<file path="config.mk">
export PLATFORM = sky130hd
export DESIGN_NAME = ac2k_edge_interval_bit_decoder_top_flat
export DESIGN_NICKNAME = d
export VERILOG_FILES = /design/src/hw/rtl/ac2k_pkg.sv /design/src/hw/rtl/ac2k_in_if.sv /design/src/hw/rtl/ac2k_out_if.sv /design/src/hw/rtl/ac2k_front.sv /design/src/hw/rtl/ac2k_queue.sv /design/src/hw/rtl/ac2k_back.sv /design/src/hw/rtl/ac2k_edge_interval_bit_decoder_top.sv /design/src/flat_wrapper.sv
export SDC_FILE = /design/constraint.sdc
export NUM_CORES = 1
export LEC_CHECK = 0
export BUFFER_PORTS_ARGS = -buffer_cell sky130_fd_sc_hd__buf_2
export CORE_ASPECT_RATIO = 0.9
export CORE_MARGIN = 2
export CORE_UTILIZATION = 65
export DETAILED_ROUTE_END_ITERATION = 12
export PLACE_DENSITY_LB_ADDON = 0.15
export SYNTH_ARGS = -nofsm -noshare
export SYNTH_HDL_FRONTEND = slang
export SYNTH_SLANG_ARGS = --single-unit
</file>
<file path="constraint.sdc">
create_clock -name clk -period 10.1 [get_ports clk]
set_input_delay 3.03 -clock clk [delete_from_list [all_inputs] [get_ports clk]]
set_output_delay 3.03 -clock clk [all_outputs]
set_load 0.01 [all_outputs]
</file>
<file path="src/hw/rtl/ac2k_pkg.sv">
// ac2k_pkg: shared types and constants for the edge interval bit decoder
// no dependencies; used by ac2k_front, ac2k_queue, ac2k_back and the top
`timescale 1ns / 1ps

package ac2k_pkg;

    // data bit capacity per capture
    localparam int MAX_DATA_BITS_DEFAULT = 128;

    // configuration register reset values
    localparam logic [15:0] GLITCH_LIMIT_RESET = 16'd64;
    localparam logic [15:0] TWO_THREE_RESET    = 16'd320;
    localparam logic [15:0] THREE_FOUR_RESET   = 16'd448;
    localparam logic [2:0]  START_BITS_RESET   = 3'd1;
    localparam logic [7:0]  BIT_LIMIT_RESET    = 8'd32;

    // configuration port shape and register indexes
    localparam int CFG_INDEX_W = 3;
    localparam int CFG_DATA_W  = 16;
    localparam logic [CFG_INDEX_W-1:0] CFG_GLITCH_LIMIT = 3'd0;
    localparam logic [CFG_INDEX_W-1:0] CFG_TWO_THREE    = 3'd1;
    localparam logic [CFG_INDEX_W-1:0] CFG_THREE_FOUR   = 3'd2;
    localparam logic [CFG_INDEX_W-1:0] CFG_START_BITS   = 3'd3;
    localparam logic [CFG_INDEX_W-1:0] CFG_BIT_LIMIT    = 3'd4;

    // queue between classifier and decoder
    localparam int QUEUE_DEPTH = 4;
    localparam int QUEUE_PTR_W = $clog2(QUEUE_DEPTH);
    localparam int QUEUE_CNT_W = $clog2(QUEUE_DEPTH + 1);

    // classification of one edge item
    typedef enum logic [2:0] {
        KIND_HIGH   = 3'd0,
        KIND_GLITCH = 3'd1,
        KIND_TWO    = 3'd2,
        KIND_THREE  = 3'd3,
        KIND_FOUR   = 3'd4
    } edge_kind_t;

    typedef struct packed {
        logic       new_capture;
        edge_kind_t kind;
    } queue_entry_t;

    typedef struct packed {
        logic [QUEUE_CNT_W-1:0] count;
    } queue_status_t;

    typedef struct packed {
        logic pop;
        logic emit;
        logic at_limit;
    } back_status_t;

endpackage

</file>
<file path="src/hw/rtl/ac2k_in_if.sv">
// ac2k_in_if: input edge item channel, valid/ready with payload
// no dependencies
`timescale 1ns / 1ps

interface ac2k_in_if;
    logic        valid;
    logic        ready;
    logic        new_capture;
    logic        edge_level;
    logic [15:0] duration_us;

    modport source (output valid, output new_capture, output edge_level,
                    output duration_us, input ready);
    modport sink   (input valid, input new_capture, input edge_level,
                    input duration_us, output ready);
endinterface

</file>
<file path="src/hw/rtl/ac2k_out_if.sv">
// ac2k_out_if: decoded bit item channel, valid/ready with payload
// no dependencies
`timescale 1ns / 1ps

interface ac2k_out_if;
    logic       valid;
    logic       ready;
    logic       bit_value;
    logic [6:0] bit_index;
    logic       final_bit;

    modport source (output valid, output bit_value, output bit_index,
                    output final_bit, input ready);
    modport sink   (input valid, input bit_value, input bit_index,
                    input final_bit, output ready);
endinterface

</file>
<file path="src/hw/rtl/ac2k_front.sv">
// ac2k_front: accepts edge items and classifies them against the thresholds
// depends on ac2k_pkg and ac2k_in_if
`timescale 1ns / 1ps

module ac2k_front (
    ac2k_in_if.sink                item_in,
    input  logic [15:0]            glitch_limit_us,
    input  logic [15:0]            two_three_threshold_us,
    input  logic [15:0]            three_four_threshold_us,
    input  logic                   queue_full,
    output logic                   push,
    output ac2k_pkg::queue_entry_t push_entry
);

    ac2k_pkg::edge_kind_t kind;

    // take items whenever the queue has room
    assign item_in.ready = ~queue_full;
    assign push          = item_in.valid & ~queue_full;

    // period class: high level first, then glitch, then four-half before three-half compare
    always_comb
    begin
        if (item_in.edge_level)
        begin
            kind = ac2k_pkg::KIND_HIGH;
        end
        else if (item_in.duration_us < glitch_limit_us)
        begin
            kind = ac2k_pkg::KIND_GLITCH;
        end
        else if (item_in.duration_us >= three_four_threshold_us)
        begin
            kind = ac2k_pkg::KIND_FOUR;
        end
        else if (item_in.duration_us >= two_three_threshold_us)
        begin
            kind = ac2k_pkg::KIND_THREE;
        end
        else
        begin
            kind = ac2k_pkg::KIND_TWO;
        end
    end

    assign push_entry.new_capture = item_in.new_capture;
    assign push_entry.kind        = kind;

endmodule

</file>
<file path="src/hw/rtl/ac2k_queue.sv">
// ac2k_queue: short fifo of classified items between front and back
// depends on ac2k_pkg
`timescale 1ns / 1ps

module ac2k_queue (
    input  logic                    clk,
    input  logic                    rst_n,
    input  logic                    push,
    input  ac2k_pkg::queue_entry_t  push_entry,
    output logic                    full,
    input  logic                    pop,
    output logic                    head_valid,
    output ac2k_pkg::queue_entry_t  head_entry,
    output ac2k_pkg::queue_status_t status
);

    localparam int PW = ac2k_pkg::QUEUE_PTR_W;
    localparam int CW = ac2k_pkg::QUEUE_CNT_W;

    ac2k_pkg::queue_entry_t slot_reg [ac2k_pkg::QUEUE_DEPTH];
    logic [PW-1:0] wr_ptr_reg, wr_ptr_next;
    logic [PW-1:0] rd_ptr_reg, rd_ptr_next;
    logic [CW-1:0] count_reg,  count_next;

    assign full         = (count_reg == CW'(ac2k_pkg::QUEUE_DEPTH));
    assign head_valid   = (count_reg != '0);
    assign head_entry   = slot_reg[rd_ptr_reg];
    assign status.count = count_reg;

    // pointer and fill count update
    always_comb
    begin
        wr_ptr_next = wr_ptr_reg;
        rd_ptr_next = rd_ptr_reg;
        count_next  = count_reg;
        if (push)
        begin
            wr_ptr_next = (wr_ptr_reg == PW'(ac2k_pkg::QUEUE_DEPTH - 1)) ? '0 : wr_ptr_reg + 1'b1;
        end
        if (pop)
        begin
            rd_ptr_next = (rd_ptr_reg == PW'(ac2k_pkg::QUEUE_DEPTH - 1)) ? '0 : rd_ptr_reg + 1'b1;
        end
        if (push && !pop)
        begin
            count_next = count_reg + 1'b1;
        end
        else if (pop && !push)
        begin
            count_next = count_reg - 1'b1;
        end
    end

    always_ff @(posedge clk or negedge rst_n)
    begin
        if (!rst_n)
        begin
            wr_ptr_reg <= '0;
            rd_ptr_reg <= '0;
            count_reg  <= '0;
        end
        else
        begin
            wr_ptr_reg <= wr_ptr_next;
            rd_ptr_reg <= rd_ptr_next;
            count_reg  <= count_next;
        end
    end

    // slot storage
    always_ff @(posedge clk)
    begin
        if (push)
        begin
            slot_reg[wr_ptr_reg] <= push_entry;
        end
    end

endmodule

</file>
<file path="src/hw/rtl/ac2k_back.sv">
// ac2k_back: bit decoder state, start bit stripping, bit limit and output register
// depends on ac2k_pkg and ac2k_out_if
`timescale 1ns / 1ps

module ac2k_back #(
    parameter int MAX_DATA_BITS = ac2k_pkg::MAX_DATA_BITS_DEFAULT
) (
    input  logic                   clk,
    input  logic                   rst_n,
    input  logic                   head_valid,
    input  ac2k_pkg::queue_entry_t head_entry,
    output logic                   pop,
    input  logic [2:0]             start_bits,
    input  logic [7:0]             bit_limit,
    ac2k_out_if.source             bit_out,
    output ac2k_pkg::back_status_t status
);

    localparam int BW = $clog2(MAX_DATA_BITS + 1);
    localparam int LW = (BW > 8) ? BW : 8;

    logic          prev_reg,    prev_next;
    logic          skip_reg,    skip_next;
    logic          startup_reg, startup_next;
    logic [2:0]    sbl_reg,     sbl_next;
    logic [BW-1:0] bd_reg,      bd_next;

    logic          out_valid_reg, out_valid_next;
    logic          out_bit_reg;
    logic [6:0]    out_index_reg;
    logic          out_final_reg;

    logic [LW-1:0] lim;
    logic [LW-1:0] limit_ext;
    logic          emit;
    logic          have_bit;
    logic          dec_bit;
    logic          emit_final;
    logic [6:0]    emit_index;

    // effective limit, capped at the capacity
    assign limit_ext = LW'(bit_limit);
    assign lim       = (limit_ext > LW'(MAX_DATA_BITS)) ? LW'(MAX_DATA_BITS) : limit_ext;

    // take the next item when the output register is free or being drained
    assign pop = head_valid & (~out_valid_reg | bit_out.ready);

    // decode one classified item
    always_comb
    begin
        prev_next    = prev_reg;
        skip_next    = skip_reg;
        startup_next = startup_reg;
        sbl_next     = sbl_reg;
        bd_next      = bd_reg;
        have_bit     = 1'b0;
        dec_bit      = 1'b0;
        emit         = 1'b0;
        emit_final   = 1'b0;
        emit_index   = 7'(bd_reg);

        if (head_entry.new_capture)
        begin
            prev_next    = 1'b0;
            skip_next    = 1'b0;
            startup_next = 1'b1;
            sbl_next     = start_bits;
            bd_next      = '0;
        end

        if ((LW'(bd_next) < lim) && (head_entry.kind != ac2k_pkg::KIND_HIGH))
        begin
            if (startup_next)
            begin
                startup_next = 1'b0;
            end
            else
            begin
                case (head_entry.kind)
                    ac2k_pkg::KIND_FOUR:
                    begin
                        prev_next = 1'b0;
                        dec_bit   = 1'b0;
                        have_bit  = 1'b1;
                    end
                    ac2k_pkg::KIND_THREE:
                    begin
                        prev_next = ~prev_next;
                        dec_bit   = prev_next;
                        have_bit  = 1'b1;
                        skip_next = prev_next;
                    end
                    ac2k_pkg::KIND_TWO:
                    begin
                        dec_bit = 1'b1;
                        if (!skip_next)
                        begin
                            prev_next = 1'b1;
                            have_bit  = 1'b1;
                        end
                        skip_next = ~skip_next;
                    end
                    default:
                    begin
                        have_bit = 1'b0;
                    end
                endcase

                // strip start of frame bits, then emit
                if (have_bit)
                begin
                    if (sbl_next != 3'd0)
                    begin
                        sbl_next = sbl_next - 3'd1;
                    end
                    else
                    begin
                        emit       = 1'b1;
                        emit_index = 7'(bd_next);
                        emit_final = ((LW'(bd_next) + LW'(1)) >= lim);
                        bd_next    = bd_next + BW'(1);
                    end
                end
            end
        end
    end

    // decoder state
    always_ff @(posedge clk or negedge rst_n)
    begin
        if (!rst_n)
        begin
            prev_reg    <= 1'b0;
            skip_reg    <= 1'b0;
            startup_reg <= 1'b1;
            sbl_reg     <= ac2k_pkg::START_BITS_RESET;
            bd_reg      <= '0;
        end
        else if (pop)
        begin
            prev_reg    <= prev_next;
            skip_reg    <= skip_next;
            startup_reg <= startup_next;
            sbl_reg     <= sbl_next;
            bd_reg      <= bd_next;
        end
    end

    // output register valid
    always_comb
    begin
        if (pop)
        begin
            out_valid_next = emit;
        end
        else if (bit_out.ready)
        begin
            out_valid_next = 1'b0;
        end
        else
        begin
            out_valid_next = out_valid_reg;
        end
    end

    always_ff @(posedge clk or negedge rst_n)
    begin
        if (!rst_n)
        begin
            out_valid_reg <= 1'b0;
        end
        else
        begin
            out_valid_reg <= out_valid_next;
        end
    end

    // output payload
    always_ff @(posedge clk)
    begin
        if (pop && emit)
        begin
            out_bit_reg   <= dec_bit;
            out_index_reg <= emit_index;
            out_final_reg <= emit_final;
        end
    end

    assign bit_out.valid     = out_valid_reg;
    assign bit_out.bit_value = out_bit_reg;
    assign bit_out.bit_index = out_index_reg;
    assign bit_out.final_bit = out_final_reg;

    assign status.pop      = pop;
    assign status.emit     = emit;
    assign status.at_limit = (LW'(bd_reg) >= lim);

endmodule

</file>
<file path="src/hw/rtl/ac2k_edge_interval_bit_decoder_top.sv">
// channel     dir  handshake      payload
// item_in     in   valid/ready    new_capture, edge_level, duration_us[15:0]
// bit_out     out  valid/ready    bit_value, bit_index[6:0], final_bit
// cfg         in   cfg_we only    cfg_index[2:0], cfg_data[15:0]
//
// one item per cycle sustained while the output is not stalled; a decoded bit is registered
// in a queue slot when its edge item is taken, then in the output register
// reset clears the queue, decoder state and configuration to defaults
// a stalled output holds the decoder; the front keeps taking items until the
// four-entry queue fills, then drops item_in.ready
//
// ac2k_edge_interval_bit_decoder_top: configuration registers and block assembly
// depends on ac2k_pkg, ac2k_in_if, ac2k_out_if, ac2k_front, ac2k_queue, ac2k_back
`timescale 1ns / 1ps

module ac2k_edge_interval_bit_decoder_top #(
    parameter int MAX_DATA_BITS = ac2k_pkg::MAX_DATA_BITS_DEFAULT
) (
    input  logic                                clk,
    input  logic                                rst_n,
    ac2k_in_if.sink                             item_in,
    ac2k_out_if.source                          bit_out,
    input  logic                                cfg_we,
    input  logic [ac2k_pkg::CFG_INDEX_W-1:0]    cfg_index,
    input  logic [ac2k_pkg::CFG_DATA_W-1:0]     cfg_data
);

    logic [15:0] glitch_limit_reg;
    logic [15:0] two_three_reg;
    logic [15:0] three_four_reg;
    logic [2:0]  start_bits_reg;
    logic [7:0]  bit_limit_reg;

    logic                    push;
    ac2k_pkg::queue_entry_t  push_entry;
    logic                    queue_full;
    logic                    pop;
    logic                    head_valid;
    ac2k_pkg::queue_entry_t  head_entry;
    ac2k_pkg::queue_status_t qstat;
    ac2k_pkg::back_status_t  bstat;

    // configuration registers
    always_ff @(posedge clk or negedge rst_n)
    begin
        if (!rst_n)
        begin
            glitch_limit_reg <= ac2k_pkg::GLITCH_LIMIT_RESET;
            two_three_reg    <= ac2k_pkg::TWO_THREE_RESET;
            three_four_reg   <= ac2k_pkg::THREE_FOUR_RESET;
            start_bits_reg   <= ac2k_pkg::START_BITS_RESET;
            bit_limit_reg    <= ac2k_pkg::BIT_LIMIT_RESET;
        end
        else if (cfg_we)
        begin
            case (cfg_index)
                ac2k_pkg::CFG_GLITCH_LIMIT: glitch_limit_reg <= cfg_data;
                ac2k_pkg::CFG_TWO_THREE:    two_three_reg    <= cfg_data;
                ac2k_pkg::CFG_THREE_FOUR:   three_four_reg   <= cfg_data;
                ac2k_pkg::CFG_START_BITS:   start_bits_reg   <= cfg_data[2:0];
                ac2k_pkg::CFG_BIT_LIMIT:    bit_limit_reg    <= cfg_data[7:0];
                default:                    bit_limit_reg    <= bit_limit_reg;
            endcase
        end
    end

    // classifier
    ac2k_front u_front (
        .item_in                 (item_in),
        .glitch_limit_us         (glitch_limit_reg),
        .two_three_threshold_us  (two_three_reg),
        .three_four_threshold_us (three_four_reg),
        .queue_full              (queue_full),
        .push                    (push),
        .push_entry              (push_entry)
    );

    // classified item queue
    ac2k_queue u_queue (
        .clk        (clk),
        .rst_n      (rst_n),
        .push       (push),
        .push_entry (push_entry),
        .full       (queue_full),
        .pop        (pop),
        .head_valid (head_valid),
        .head_entry (head_entry),
        .status     (qstat)
    );

    // bit decoder and output register
    ac2k_back #(
        .MAX_DATA_BITS (MAX_DATA_BITS)
    ) u_back (
        .clk        (clk),
        .rst_n      (rst_n),
        .head_valid (head_valid),
        .head_entry (head_entry),
        .pop        (pop),
        .start_bits (start_bits_reg),
        .bit_limit  (bit_limit_reg),
        .bit_out    (bit_out),
        .status     (bstat)
    );

    // a new output item only follows a decoded queue entry
    a_valid_after_pop: assert property (@(posedge clk) disable iff (!rst_n)
        $rose(bit_out.valid) |-> $past(bstat.pop) && $past(bstat.emit))
        else $error("output valid rose without a decoded item");

    // queue fill never passes its depth
    a_queue_bound: assert property (@(posedge clk) disable iff (!rst_n)
        qstat.count <= ac2k_pkg::QUEUE_CNT_W'(ac2k_pkg::QUEUE_DEPTH))
        else $error("queue count beyond depth");

    // a waiting final bit means the decoder sits at its limit
    a_final_at_limit: assert property (@(posedge clk) disable iff (!rst_n)
        (bit_out.valid && bit_out.final_bit) |-> bstat.at_limit)
        else $error("final bit shown while decoder below its limit");

endmodule

</file>
<file path="src/flat_wrapper.sv">
// flat-port wrapper written by rule: the top's interface ports become plain ports
module ac2k_edge_interval_bit_decoder_top_flat 
#(
    parameter int MAX_DATA_BITS = ac2k_pkg::MAX_DATA_BITS_DEFAULT
)
  (clk, rst_n, cfg_we, cfg_index, cfg_data, item_in_valid, item_in_new_capture, item_in_edge_level, item_in_duration_us, item_in_ready, bit_out_valid, bit_out_bit_value, bit_out_bit_index, bit_out_final_bit, bit_out_ready);
  ac2k_in_if item_in_i ();
  ac2k_out_if bit_out_i ();
  input  logic clk;
  input  logic rst_n;
  input  logic cfg_we;
  input  logic [ac2k_pkg::CFG_INDEX_W-1:0] cfg_index;
  input  logic [ac2k_pkg::CFG_DATA_W-1:0] cfg_data;
  input wire logic [$bits(item_in_i.valid)-1:0] item_in_valid;
  input wire logic [$bits(item_in_i.new_capture)-1:0] item_in_new_capture;
  input wire logic [$bits(item_in_i.edge_level)-1:0] item_in_edge_level;
  input wire logic [$bits(item_in_i.duration_us)-1:0] item_in_duration_us;
  output wire logic [$bits(item_in_i.ready)-1:0] item_in_ready;
  output wire logic [$bits(bit_out_i.valid)-1:0] bit_out_valid;
  output wire logic [$bits(bit_out_i.bit_value)-1:0] bit_out_bit_value;
  output wire logic [$bits(bit_out_i.bit_index)-1:0] bit_out_bit_index;
  output wire logic [$bits(bit_out_i.final_bit)-1:0] bit_out_final_bit;
  input wire logic [$bits(bit_out_i.ready)-1:0] bit_out_ready;
  assign item_in_i.valid = item_in_valid;
  assign item_in_i.new_capture = item_in_new_capture;
  assign item_in_i.edge_level = item_in_edge_level;
  assign item_in_i.duration_us = item_in_duration_us;
  assign item_in_ready = item_in_i.ready;
  assign bit_out_valid = bit_out_i.valid;
  assign bit_out_bit_value = bit_out_i.bit_value;
  assign bit_out_bit_index = bit_out_i.bit_index;
  assign bit_out_final_bit = bit_out_i.final_bit;
  assign bit_out_i.ready = bit_out_ready;
  ac2k_edge_interval_bit_decoder_top #(.MAX_DATA_BITS(MAX_DATA_BITS)) u_core (.clk(clk), .rst_n(rst_n), .item_in(item_in_i), .bit_out(bit_out_i), .cfg_we(cfg_we), .cfg_index(cfg_index), .cfg_data(cfg_data));
endmodule
</file>
==> impl_metrics.py, run 1 <==
metrics = {
    "final_layout": {
        "diodes": 0,
        "area_delta_synth_final_pct": 8.93,
        "seq_area_mm2": 0.00279,
        "fillers": 659,
        "multi_input_area_mm2": 0.00289,
        "design_area_mm2": 0.00653,
        "layout-drive-gt1-share_pct": 16.5,
        "nets": 748,
    },
    "logic_synthesis": {
        "synth_edf_count": 25,
        "avgSynthCellArea_um2": 10.2,
        "ys_warn_count": 0,
        "synth_top_cell_area_share_pct": 29.6,
        "yosysTopAreaCell": "dfrtp_1",
        "synth_flop_cell": "dfrtp_1",
        "synth.area.top_cells": "dfrtp_1, ha_1, edfxtp_1",
        "postSynthCellCount": 589,
        "synth_most_common_cell": "nand2_1",
        "ys_types": 57,
        "synth_nets": 705,
        "ys_ff_latch": 106,
        "syn_area_mm2": 0.00600,
        "yosys-top-cells-count": "nand2_1, ha_1, dfrtp_1",
        "synth_async_sr_flop_share_pct": 76.4,
        "ys_seq_area_share_pct": 46.5,
    },
    "critical_path": {
        "worstPathArrival_ns": 5.07,
        "required_ns": 10.26,
        "end_kind": "flop",
        "r2r-end": "u_core.u_back.bit_out.bit_value$_SDFFCE_PP0P_",
        "reg2reg_from": "u_core.u_queue.rd_ptr_reg[0]$_DFFE_PN0P_",
        "critPathLaunchType": "input pin",
        "path_max_fanout": 4,
        "r2r_slack_ns": 6.31,
        "worst-setup-path-type": "input pin to flop",
        "rr_worst_depth": 10,
    },
    "clock_tree": {
        "cts.htree.levels": 3,
        "cts_tree": "done",
        "root_buffer": "clkbuf_8",
        "post_cts_resized": 0,
        "cts_buffer_depth": 2,
        "cts_setup_buffers": 0,
        "clkTransAtPathRegs_ns": 0.09,
        "hold_buffers": 0,
        "cts_sinks": 106,
        "clk_latency_ns": 0.37,
        "numCtsBuffers": 9,
    },
    "sta": {
        "final_hold_viol_count": 0,
        "finalSetupViolations": 0,
        "slew_viol_final": 0,
        "setup_ws_ns": 5.19,
        "period_share_pct": 48.7,
        "fin_worst_skew_ns": 0.0156,
        "fin_tns_setup_ns": 0,
        "fin_crit_ns": 4.91,
        "worst_pin_slew_ns": 1.08,
        "slew_headroom_pct": 27.2,
        "fmax_ghz": 0.203,
        "rsz0062_at_grt": "false",
    },
    "routing": {
        "firstDrtPassIters": 5,
        "wirelength_um": 12000,
        "wire_per_inst_um": 15.9,
        "ant_nets": 0,
        "drc_errors": 0,
        "via_per_inst": 5.76,
        "drtIter0Drc": 230,
        "dr_total_vias": 4375,
    },
    "min_path": {
        "hold_path.class": "flop to flop",
        "min_from": "u_core.u_back.sbl_reg[0]$_DFFE_PN1P_",
        "hold-path-endpoint": "u_core.u_back.sbl_reg[0]$_DFFE_PN1P_",
        "min_path_cells": 2,
    },
    "global_routing": {
        "grt_pass1_vias": 4291,
        "grt_use_total_pct": 26.2,
        "antenna_found_initial": 0,
        "grt_first_pass_wirelength_um": 20400,
        "grt_overflow": 0,
        "grt_max_degree": 82,
    },
    "place": {
        "portBuffers": 52,
        "dp_hpwl_um": 9010,
        "pre_cts_ws_ns": 4.86,
        "place_congestion": 0.895,
        "place_area_mm2": 0.00635,
    },
    "power_and_ir_drop": {
        "power.leakage_nw": 3.07,
        "vdd_drop_max_mv": 0.128,
        "power.density_mw_per_mm2": 210,
    },
    "floorplan": {
        "rows": 33,
        "dieArea_mm2": 0.0100,
        "die_h_um": 95.1,
        "num_io_pins": 53,
        "start_util_pct": 66.3,
        "die_w_um": 105,
        "core-area_mm2": 0.00904,
    },
    "flow_run": {
        "max-cap-violations": 0,
    },
    "outcome": {
        "outcome": "finished clean",
    },
}
==> stage by stage <==
stage          total power, mW  util [%]  hold slack [ns]  cells
2_1_floorplan            0.978         -            0.448    589
3_3_place_gp              1.09      70.2            0.459    743
3_5_place_dp              1.12      70.2            0.467    743
4_1_cts                   1.38      72.3            0.484    759
5_1_grt                   1.48      72.3            0.508    759
6_report                  1.37      72.3            0.486    759
==> worst max path at each step <==
stage | start | to | slack [ns] | cells past startpoint
after global placement | item_in_duration_us[0] | u_core.u_queue.slot_reg[0][2]$_DFFE_PP_ | 5.00 | 9
after floorplan | bit_out_ready | u_core.u_queue.status[2]$_DFFE_PN0P_ | 5.16 | 10
after CTS | item_in_duration_us[0] | u_core.u_queue.slot_reg[1][0]$_DFFE_PP_ | 5.25 | 9
after detailed placement | item_in_duration_us[0] | u_core.u_queue.slot_reg[3][0]$_DFFE_PP_ | 4.86 | 9
after global routing | item_in_duration_us[0] | u_core.u_queue.slot_reg[1][0]$_DFFE_PP_ | 5.04 | 9
final | item_in_duration_us[0] | u_core.u_queue.slot_reg[1][0]$_DFFE_PP_ | 5.19 | 9
==> power breakdown <==
group,switching (mW),internal [mW]
sequential,0.0535,0.548
combinational,0.297,0.214
clock,0.143,0.115
total,0.493,0.877
==> per-layer routing <==
metal / wire, µm / share of wire (%) / global-route usage [%]
met3: 730 / 6.1 / 5.40
met2: 5650 / 47 / 43.2
met5: 0 / 0 / 0
met1: 5570 / 46 / 36.2
met4: 95 / 0.79 / 6.11
==> logic make-up (layout without fill, tap and decap cells) <==
kind of cell | count (synthesis) | count (layout) | synth area share (%)
flops | 106 | 106 | 46.5
xor+xnor | 10 | 10 | 1.46
fa+ha+maj | 74 | 74 | 15.6
mux | 26 | 26 | 5.53
buf+inv | 84 | 132 | 5.40
simple gates | 165 | 165 | 13.1
compound gates | 124 | 124 | 12.5
==> placed cells by master (no fill, tap or decap), types with 10 or more instances in the layout <==
master / instances
dfrtp_1: 71
nor2b_1: 10
buf_2: 51
nor2_1: 18
o21ai_0: 60
edfxtp_1: 25
mux2_2: 17
nand3_1: 10
inv_1: 60
a21oi_1: 20
dfstp_2: 10
ha_1: 73
nand2_1: 85
==> worst max-delay path: stages <==
cell	delay, ns
buf_2	0.09
inv_1	0.05
ha_1	0.27
nand2b_1	0.14
a211oi_1	0.25
o21ai_0	0.17
a2111oi_0	0.58
o22ai_1	0.18
a21oi_1	0.31
==> cell type report <==
class | count | share of cell area (%)
Clock buffer | 12 | 2.07
Sequential cell | 106 | 42.7
Tap cell | 122 | 2.34
Multi-Input combinational cell | 399 | 44.2
Inverter | 61 | 3.50
Timing Repair Buffer | 55 | 4.37
Clock inverter | 4 | 0.804
Power figures use the tool's default switching activity.
==> run 2: changes to the inputs <==
Settings changed: ABC_AREA set to 1, CORE_UTILIZATION 65 to 61.
Clock period 10.1 ns to 4.8 ns, I/O delays scaled along.
==> impl_metrics.py, run 2 <==
metrics = {
    "outcome": {
        "outcome": "finished clean",
    },
    "logic_synthesis": {
        "synth_top_cell_area_share_pct": 27.8,
        "avgSynthCellArea_um2": 8.26,
        "yosysTopAreaCell": "dfrtp_1",
        "ys_seq_area_share_pct": 43.7,
        "ys_types": 42,
        "synth_edf_count": 25,
        "syn_area_mm2": 0.00639,
        "synth_flop_cell": "dfrtp_1",
        "ys_ff_latch": 106,
        "postSynthCellCount": 773,
        "yosys-top-cells-count": "nand2_1, inv_1, o21ai_0",
        "ys_warn_count": 0,
        "synth_nets": 889,
        "synth.area.top_cells": "dfrtp_1, ha_1, edfxtp_1",
        "synth_async_sr_flop_share_pct": 76.4,
        "synth_most_common_cell": "nand2_1",
    },
    "routing": {
        "dr_total_vias": 5062,
        "ant_nets": 0,
        "wirelength_um": 12900,
        "drtIter0Drc": 355,
        "via_per_inst": 5.33,
        "wire_per_inst_um": 13.6,
        "firstDrtPassIters": 5,
        "drc_errors": 0,
    },
    "final_layout": {
        "diodes": 0,
        "area_delta_synth_final_pct": 10.5,
        "nets": 931,
        "layout-drive-gt1-share_pct": 12.3,
        "final_common_cell": "nand2_1",
        "final_cell_mix": "nand2_1, inv_1, o21ai_0",
    },
    "critical_path": {
        "crit_buf_inv": 2,
        "slowest_stage": "dfrtp_1",
        "cp_top_family": "simple AND/OR/NAND/NOR gates",
        "path_cells": "inv_8 > nand2_1 > nand3_2 > nand2_2 > inv_2 > nor2_1 > ha_1 > nand2_1 > nand2_1 > nand2_1 > nand2_1 > nand2_1 > nand2_1 > nor2_1 > nand3_4 > nor2_8",
        "worst-setup-path-type": "flop to flop",
        "rr_worst_depth": 16,
        "required_ns": 4.83,
        "critical_path.max_stage_delay_ns": 0.63,
        "critPathLaunchType": "flop",
        "path_max_fanout": 20,
        "crit_cells": 16,
        "cp_common_cell": "nand2_1",
        "worstPathArrival_ns": 3.35,
        "end_kind": "flop",
    },
    "power_and_ir_drop": {
        "power.density_mw_per_mm2": 503,
        "vdd_drop_max_mv": 0.317,
        "power.leakage_nw": 3.72,
    },
    "global_routing": {
        "antenna_found_initial": 0,
        "grt_first_pass_wirelength_um": 23100,
        "grt_pass1_vias": 5075,
        "grt_use_total_pct": 25.2,
        "grt_overflow": 0,
        "grt_max_degree": 82,
    },
    "place": {
        "pre_cts_ws_ns": 1.21,
        "dp_hpwl_um": 9620,
        "portBuffers": 52,
        "place_congestion": 0.883,
    },
    "floorplan": {
        "start_util_pct": 62.6,
        "die_w_um": 112,
        "dieArea_mm2": 0.0113,
        "die_h_um": 101,
        "rows": 35,
        "core-area_mm2": 0.0102,
        "num_io_pins": 53,
    },
    "sta": {
        "whs_ns": 0.489,
        "rsz0062_at_grt": "false",
        "period_share_pct": 69.0,
        "fmax_ghz": 0.302,
        "setup_ws_ns": 1.49,
        "slew_viol_final": 0,
        "finalSetupViolations": 0,
        "slew_headroom_pct": 21.1,
        "final_hold_viol_count": 0,
        "fin_crit_ns": 3.31,
        "fin_worst_skew_ns": 0.00774,
        "fin_tns_setup_ns": 0,
        "worst_pin_slew_ns": 1.18,
    },
    "clock_tree": {
        "cts.htree.levels": 3,
        "post_cts_resized": 0,
        "cts_tree": "done",
        "hold_buffers": 0,
        "cts_setup_buffers": 0,
        "clkTransAtPathRegs_ns": 0.07,
        "clk_latency_ns": 0.35,
        "cts_buffer_depth": 2,
        "root_buffer": "clkbuf_16",
        "numCtsBuffers": 9,
        "cts_sinks": 106,
    },
    "flow_run": {
        "max-cap-violations": 0,
    },
    "min_path": {
        "hold_path.class": "flop to flop",
        "min_path_cells": 2,
    },
}
==> run 2: changes by cell type in the layout (fill, tap and decap cells not counted), sizes merged, moves of 17 or more <==
cell / change
o21ai: +18
inv: +76
nand2: +121
nand3: +29
nor2: +26
mux2: -17
==> run 2: kinds of logic (layout without fill, tap and decap cells) <==
kind of cell | Yosys count | in the layout | synth area share, %
AND/OR/NAND/NOR | 305 | 305 | 20.9
flip-flops | 106 | 106 | 43.7
AO/OA/AOI/OAI | 125 | 125 | 10.3
multiplexers | 1 | 1 | 0.157
adder cells (fa/ha/maj) | 74 | 74 | 14.6
buffers and inverters | 157 | 204 | 9.64
XOR/XNOR | 5 | 5 | 0.686
==> run 2: layer usage <==
| metal | routed length [µm] | GRT usage [%] | vias up |
|---|---|---|---|
| met5 | 0 | 0 | - |
| met4 | 210 | 7.22 | 0 |
| met2 | 5870 | 41.9 | 108 |
| met1 | 6310 | 34.3 | 2373 |
| met3 | 528 | 4.63 | 19 |
| li1 | - | - | 2562 |
==> run 2: path summary, 6_finish.rpt <==
| check | slack, ns | startpoint | endpoint |
|---|---|---|---|
| worst max-delay path | 1.49 | u_core.u_queue.rd_ptr_reg[0]$_DFFE_PN0P_ | u_core.u_back.bit_out.final_bit$_SDFFCE_PP0P_ |
| worst min-delay path | 0.49 | u_core.two_three_reg[7]$_DFFE_PN0P_ | u_core.two_three_reg[7]$_DFFE_PN0P_ |
| worst max register to register | 1.49 | u_core.u_queue.rd_ptr_reg[0]$_DFFE_PN0P_ | u_core.u_back.bit_out.final_bit$_SDFFCE_PP0P_ |
| worst min register to register | 0.49 | u_core.two_three_reg[7]$_DFFE_PN0P_ | u_core.two_three_reg[7]$_DFFE_PN0P_ |
| max in group asynchronous | 2.89 | rst_n | u_core.u_back.bd_reg[0]$_DFFE_PN0P_ |
| min in group asynchronous | 1.26 | rst_n | u_core.glitch_limit_reg[5]$_DFFE_PN0P_ |
==> run 2: power breakdown <==
group | internal [mW] | total, mW | leakage (nW) | switching (mW)
sequential | 1.17 | 1.31 | 1.24 | 0.142
clock | 0.512 | 0.853 | 0.159 | 0.341
combinational | 0.492 | 1.39 | 2.33 | 0.902
==> run 2: worst reg2reg max path: stages (launching register included) <==
cell,delay [ns]
dfrtp_1,0.63
inv_8,0.08
nand2_1,0.09
nand3_2,0.06
nand2_2,0.39
inv_2,0.13
nor2_1,0.22
ha_1,0.28
nand2_1,0.07
nand2_1,0.05
nand2_1,0.05
nand2_1,0.08
nand2_1,0.11
nand2_1,0.07
nor2_1,0.22
nand3_4,0.21
nor2_8,0.27
==> run 2: layout make-up <==
type	instances	area, µm²
flip-flops and latches	106	2790
inverters	135	514
clock inverters	6	114
multi-input cells	510	2980
well taps	129	161
clock buffers	10	229
fillers	815	3140
repair buffers	53	270
==> run 2: stage by stage <==
step	util, %	area, µm²	total power, mW	instances
floorplan	-	6390	2.40	773
detailed placement	65.8	6720	2.71	933
global placement	65.8	6720	2.64	933
finish	69.2	7060	3.55	949
global route	69.2	7060	3.87	949
CTS	69.2	7060	3.57	949
==> run 3: changes to the inputs <==
Settings changed: ABC_AREA 1 to 0, CORE_UTILIZATION 61 to 54.
Clock period 4.8 ns to 2.8 ns, I/O delays scaled along.
==> impl_metrics.py, run 3 (synthesized netlist as in run 1, its figures left out) <==
metrics = {
    "outcome": {
        "outcome": "complete, but fails checks",
        "violations": "negative setup slack",
    },
    "final_layout": {
        "diodes": 0,
        "final_cell_mix": "nand2_1, ha_1, dfrtp_1",
        "design_area_mm2": 0.00714,
        "final_common_cell": "nand2_1",
        "fin_util_pct": 66.0,
        "nets": 794,
        "area_delta_synth_final_pct": 19.0,
        "layout-drive-gt1-share_pct": 24.7,
    },
    "routing": {
        "dr.max_layer_used": "met4",
        "ant_nets": 0,
        "wl_met3_um": 603,
        "drc_errors": 0,
        "firstDrtPassIters": 5,
        "via_per_inst": 5.49,
        "wirelength_met1_um": 6150,
        "wire_per_inst_um": 15.8,
        "drtIter0Drc": 175,
        "dr_total_vias": 4481,
        "dr_wl_met2_um": 5940,
        "wirelength_um": 12900,
    },
    "global_routing": {
        "grt_pass1_vias": 4476,
        "grt_first_pass_wirelength_um": 21300,
        "antenna_found_initial": 0,
        "grt_overflow": 0,
        "grt_max_degree": 46,
        "grt_use_total_pct": 22.9,
    },
    "place": {
        "place_area_mm2": 0.00668,
        "portBuffers": 52,
        "place_congestion": 0.924,
        "dp_hpwl_um": 9610,
    },
    "clock_tree": {
        "cts_sinks": 106,
        "hold_buffers": 0,
        "cts.htree.levels": 3,
        "root_buffer": "clkbuf_16",
        "clkTransAtPathRegs_ns": 0.07,
        "cts_tree": "done",
        "cts_buffer_depth": 2,
        "clk_latency_ns": 0.36,
        "numCtsBuffers": 9,
    },
    "sta": {
        "period_share_pct": 109,
        "fin_worst_skew_ns": 0.00821,
        "finalSetupViolations": 15,
        "worst_pin_slew_ns": 0.479,
        "fmax_ghz": 0.328,
        "slew_headroom_pct": 68.1,
        "fin_tns_setup_ns": -1.29,
        "fin_crit_ns": 3.05,
        "setup_ws_ns": -0.251,
        "slew_viol_final": 0,
        "rsz0062_at_grt": "true",
        "final_hold_viol_count": 0,
    },
    "critical_path": {
        "rr_worst_depth": 9,
        "worst-setup-path-type": "flop to flop",
        "r2r-end": "u_core.u_back.prev_reg$_DFFE_PN0P_",
        "end_kind": "flop",
        "critPathLaunchType": "flop",
        "endpoint": "u_core.u_back.prev_reg$_DFFE_PN0P_",
        "worstPathArrival_ns": 3.31,
        "path_max_fanout": 7,
        "required_ns": 3.06,
        "r2r_slack_ns": -0.25,
        "reg2reg_from": "u_core.u_queue.rd_ptr_reg[0]$_DFFE_PN0P_",
        "startpoint": "u_core.u_queue.rd_ptr_reg[0]$_DFFE_PN0P_",
    },
    "floorplan": {
        "rows": 36,
        "num_io_pins": 53,
        "die_w_um": 115,
        "start_util_pct": 55.5,
        "die_h_um": 104,
        "dieArea_mm2": 0.0120,
        "core-area_mm2": 0.0108,
    },
    "min_path": {
        "hold_path.class": "input pin to async pin",
    },
    "power_and_ir_drop": {
        "vdd_drop_max_mv": 0.790,
        "fin_total_pwr_mw": 5.75,
        "power.leakage_nw": 3.40,
        "power.density_mw_per_mm2": 806,
    },
    "flow_run": {
        "max-cap-violations": 0,
    },
}
[run 3: worst min path at each step]
stage | end | cells after the start | slack, ns | startpoint
after floorplan | u_core.u_back.sbl_reg[1]$_DFFE_PN0P_ | 2 | 0.45 | u_core.u_back.sbl_reg[1]$_DFFE_PN0P_
after global placement | u_core.u_back.sbl_reg[1]$_DFFE_PN0P_ | 2 | 0.46 | u_core.u_back.sbl_reg[1]$_DFFE_PN0P_
after detailed placement | u_core.u_back.sbl_reg[0]$_DFFE_PN1P_ | 2 | 0.46 | u_core.u_back.sbl_reg[0]$_DFFE_PN1P_
after CTS | u_core.three_four_reg[11]$_DFFE_PN0P_ | 1 | 0.44 | rst_n
after global routing | u_core.three_four_reg[11]$_DFFE_PN0P_ | 1 | 0.46 | rst_n
final | u_core.three_four_reg[11]$_DFFE_PN0P_ | 1 | 0.43 | rst_n
[run 3: where the power goes]
part / total (mW) / leakage (nW) / switching (mW) / internal [mW]
clock: 1.34 / 0.156 / 0.567 / 0.774
sequential: 2.15 / 1.22 / 0.168 / 1.98
combinational: 2.26 / 2.03 / 1.23 / 1.04
[run 3: cell type report]
class / count / area [µm²]
clock buffer: 9 / 225
clock inverter: 7 / 83.8
fill: 866 / 3670
inverter: 61 / 231
multi-input combinational: 399 / 2990
sequential: 106 / 2790
tap: 133 / 166
timing repair buffer: 100 / 639
timing repair inverter: 1 / 7.51
[run 3: metrics by stage]
step	worst slack (ns)	hold slack, ns	cells
final	-0.251	0.432	816
after global routing	-0.336	0.460	816
after CTS	-0.203	0.444	814
after detailed placement	-0.263	0.464	792
after global placement	-0.184	0.459	792
after floorplan	-0.340	0.448	589
[run 3: critical path, stage by stage, from the launching register on]
cell      delay [ns]
dfrtp_1         0.40
mux4_2          0.63
nor2b_4         0.15
ha_1            0.24
nor2b_4         0.12
o211ai_1        0.21
a21oi_2         0.12
or3_1           0.38
or4_1           0.48
a31o_2          0.21
[run 3: routing by layer]
metal / up-vias / GRT usage, %
met2: 85 / 35.6
met3: 20 / 5.30
met4: 0 / 6.88
met1: 2154 / 32.0
li1: 2222 / -
met5: - / 0
[run 3: repair_timing]
item | 4_1_cts | 5_1_grt
setup endpoints to repair | 22 | 33
buffers inserted | 5 | 2
gates cloned | 1 | 0
gates resized for setup | 10 | 10
pin swaps | 8 | 5
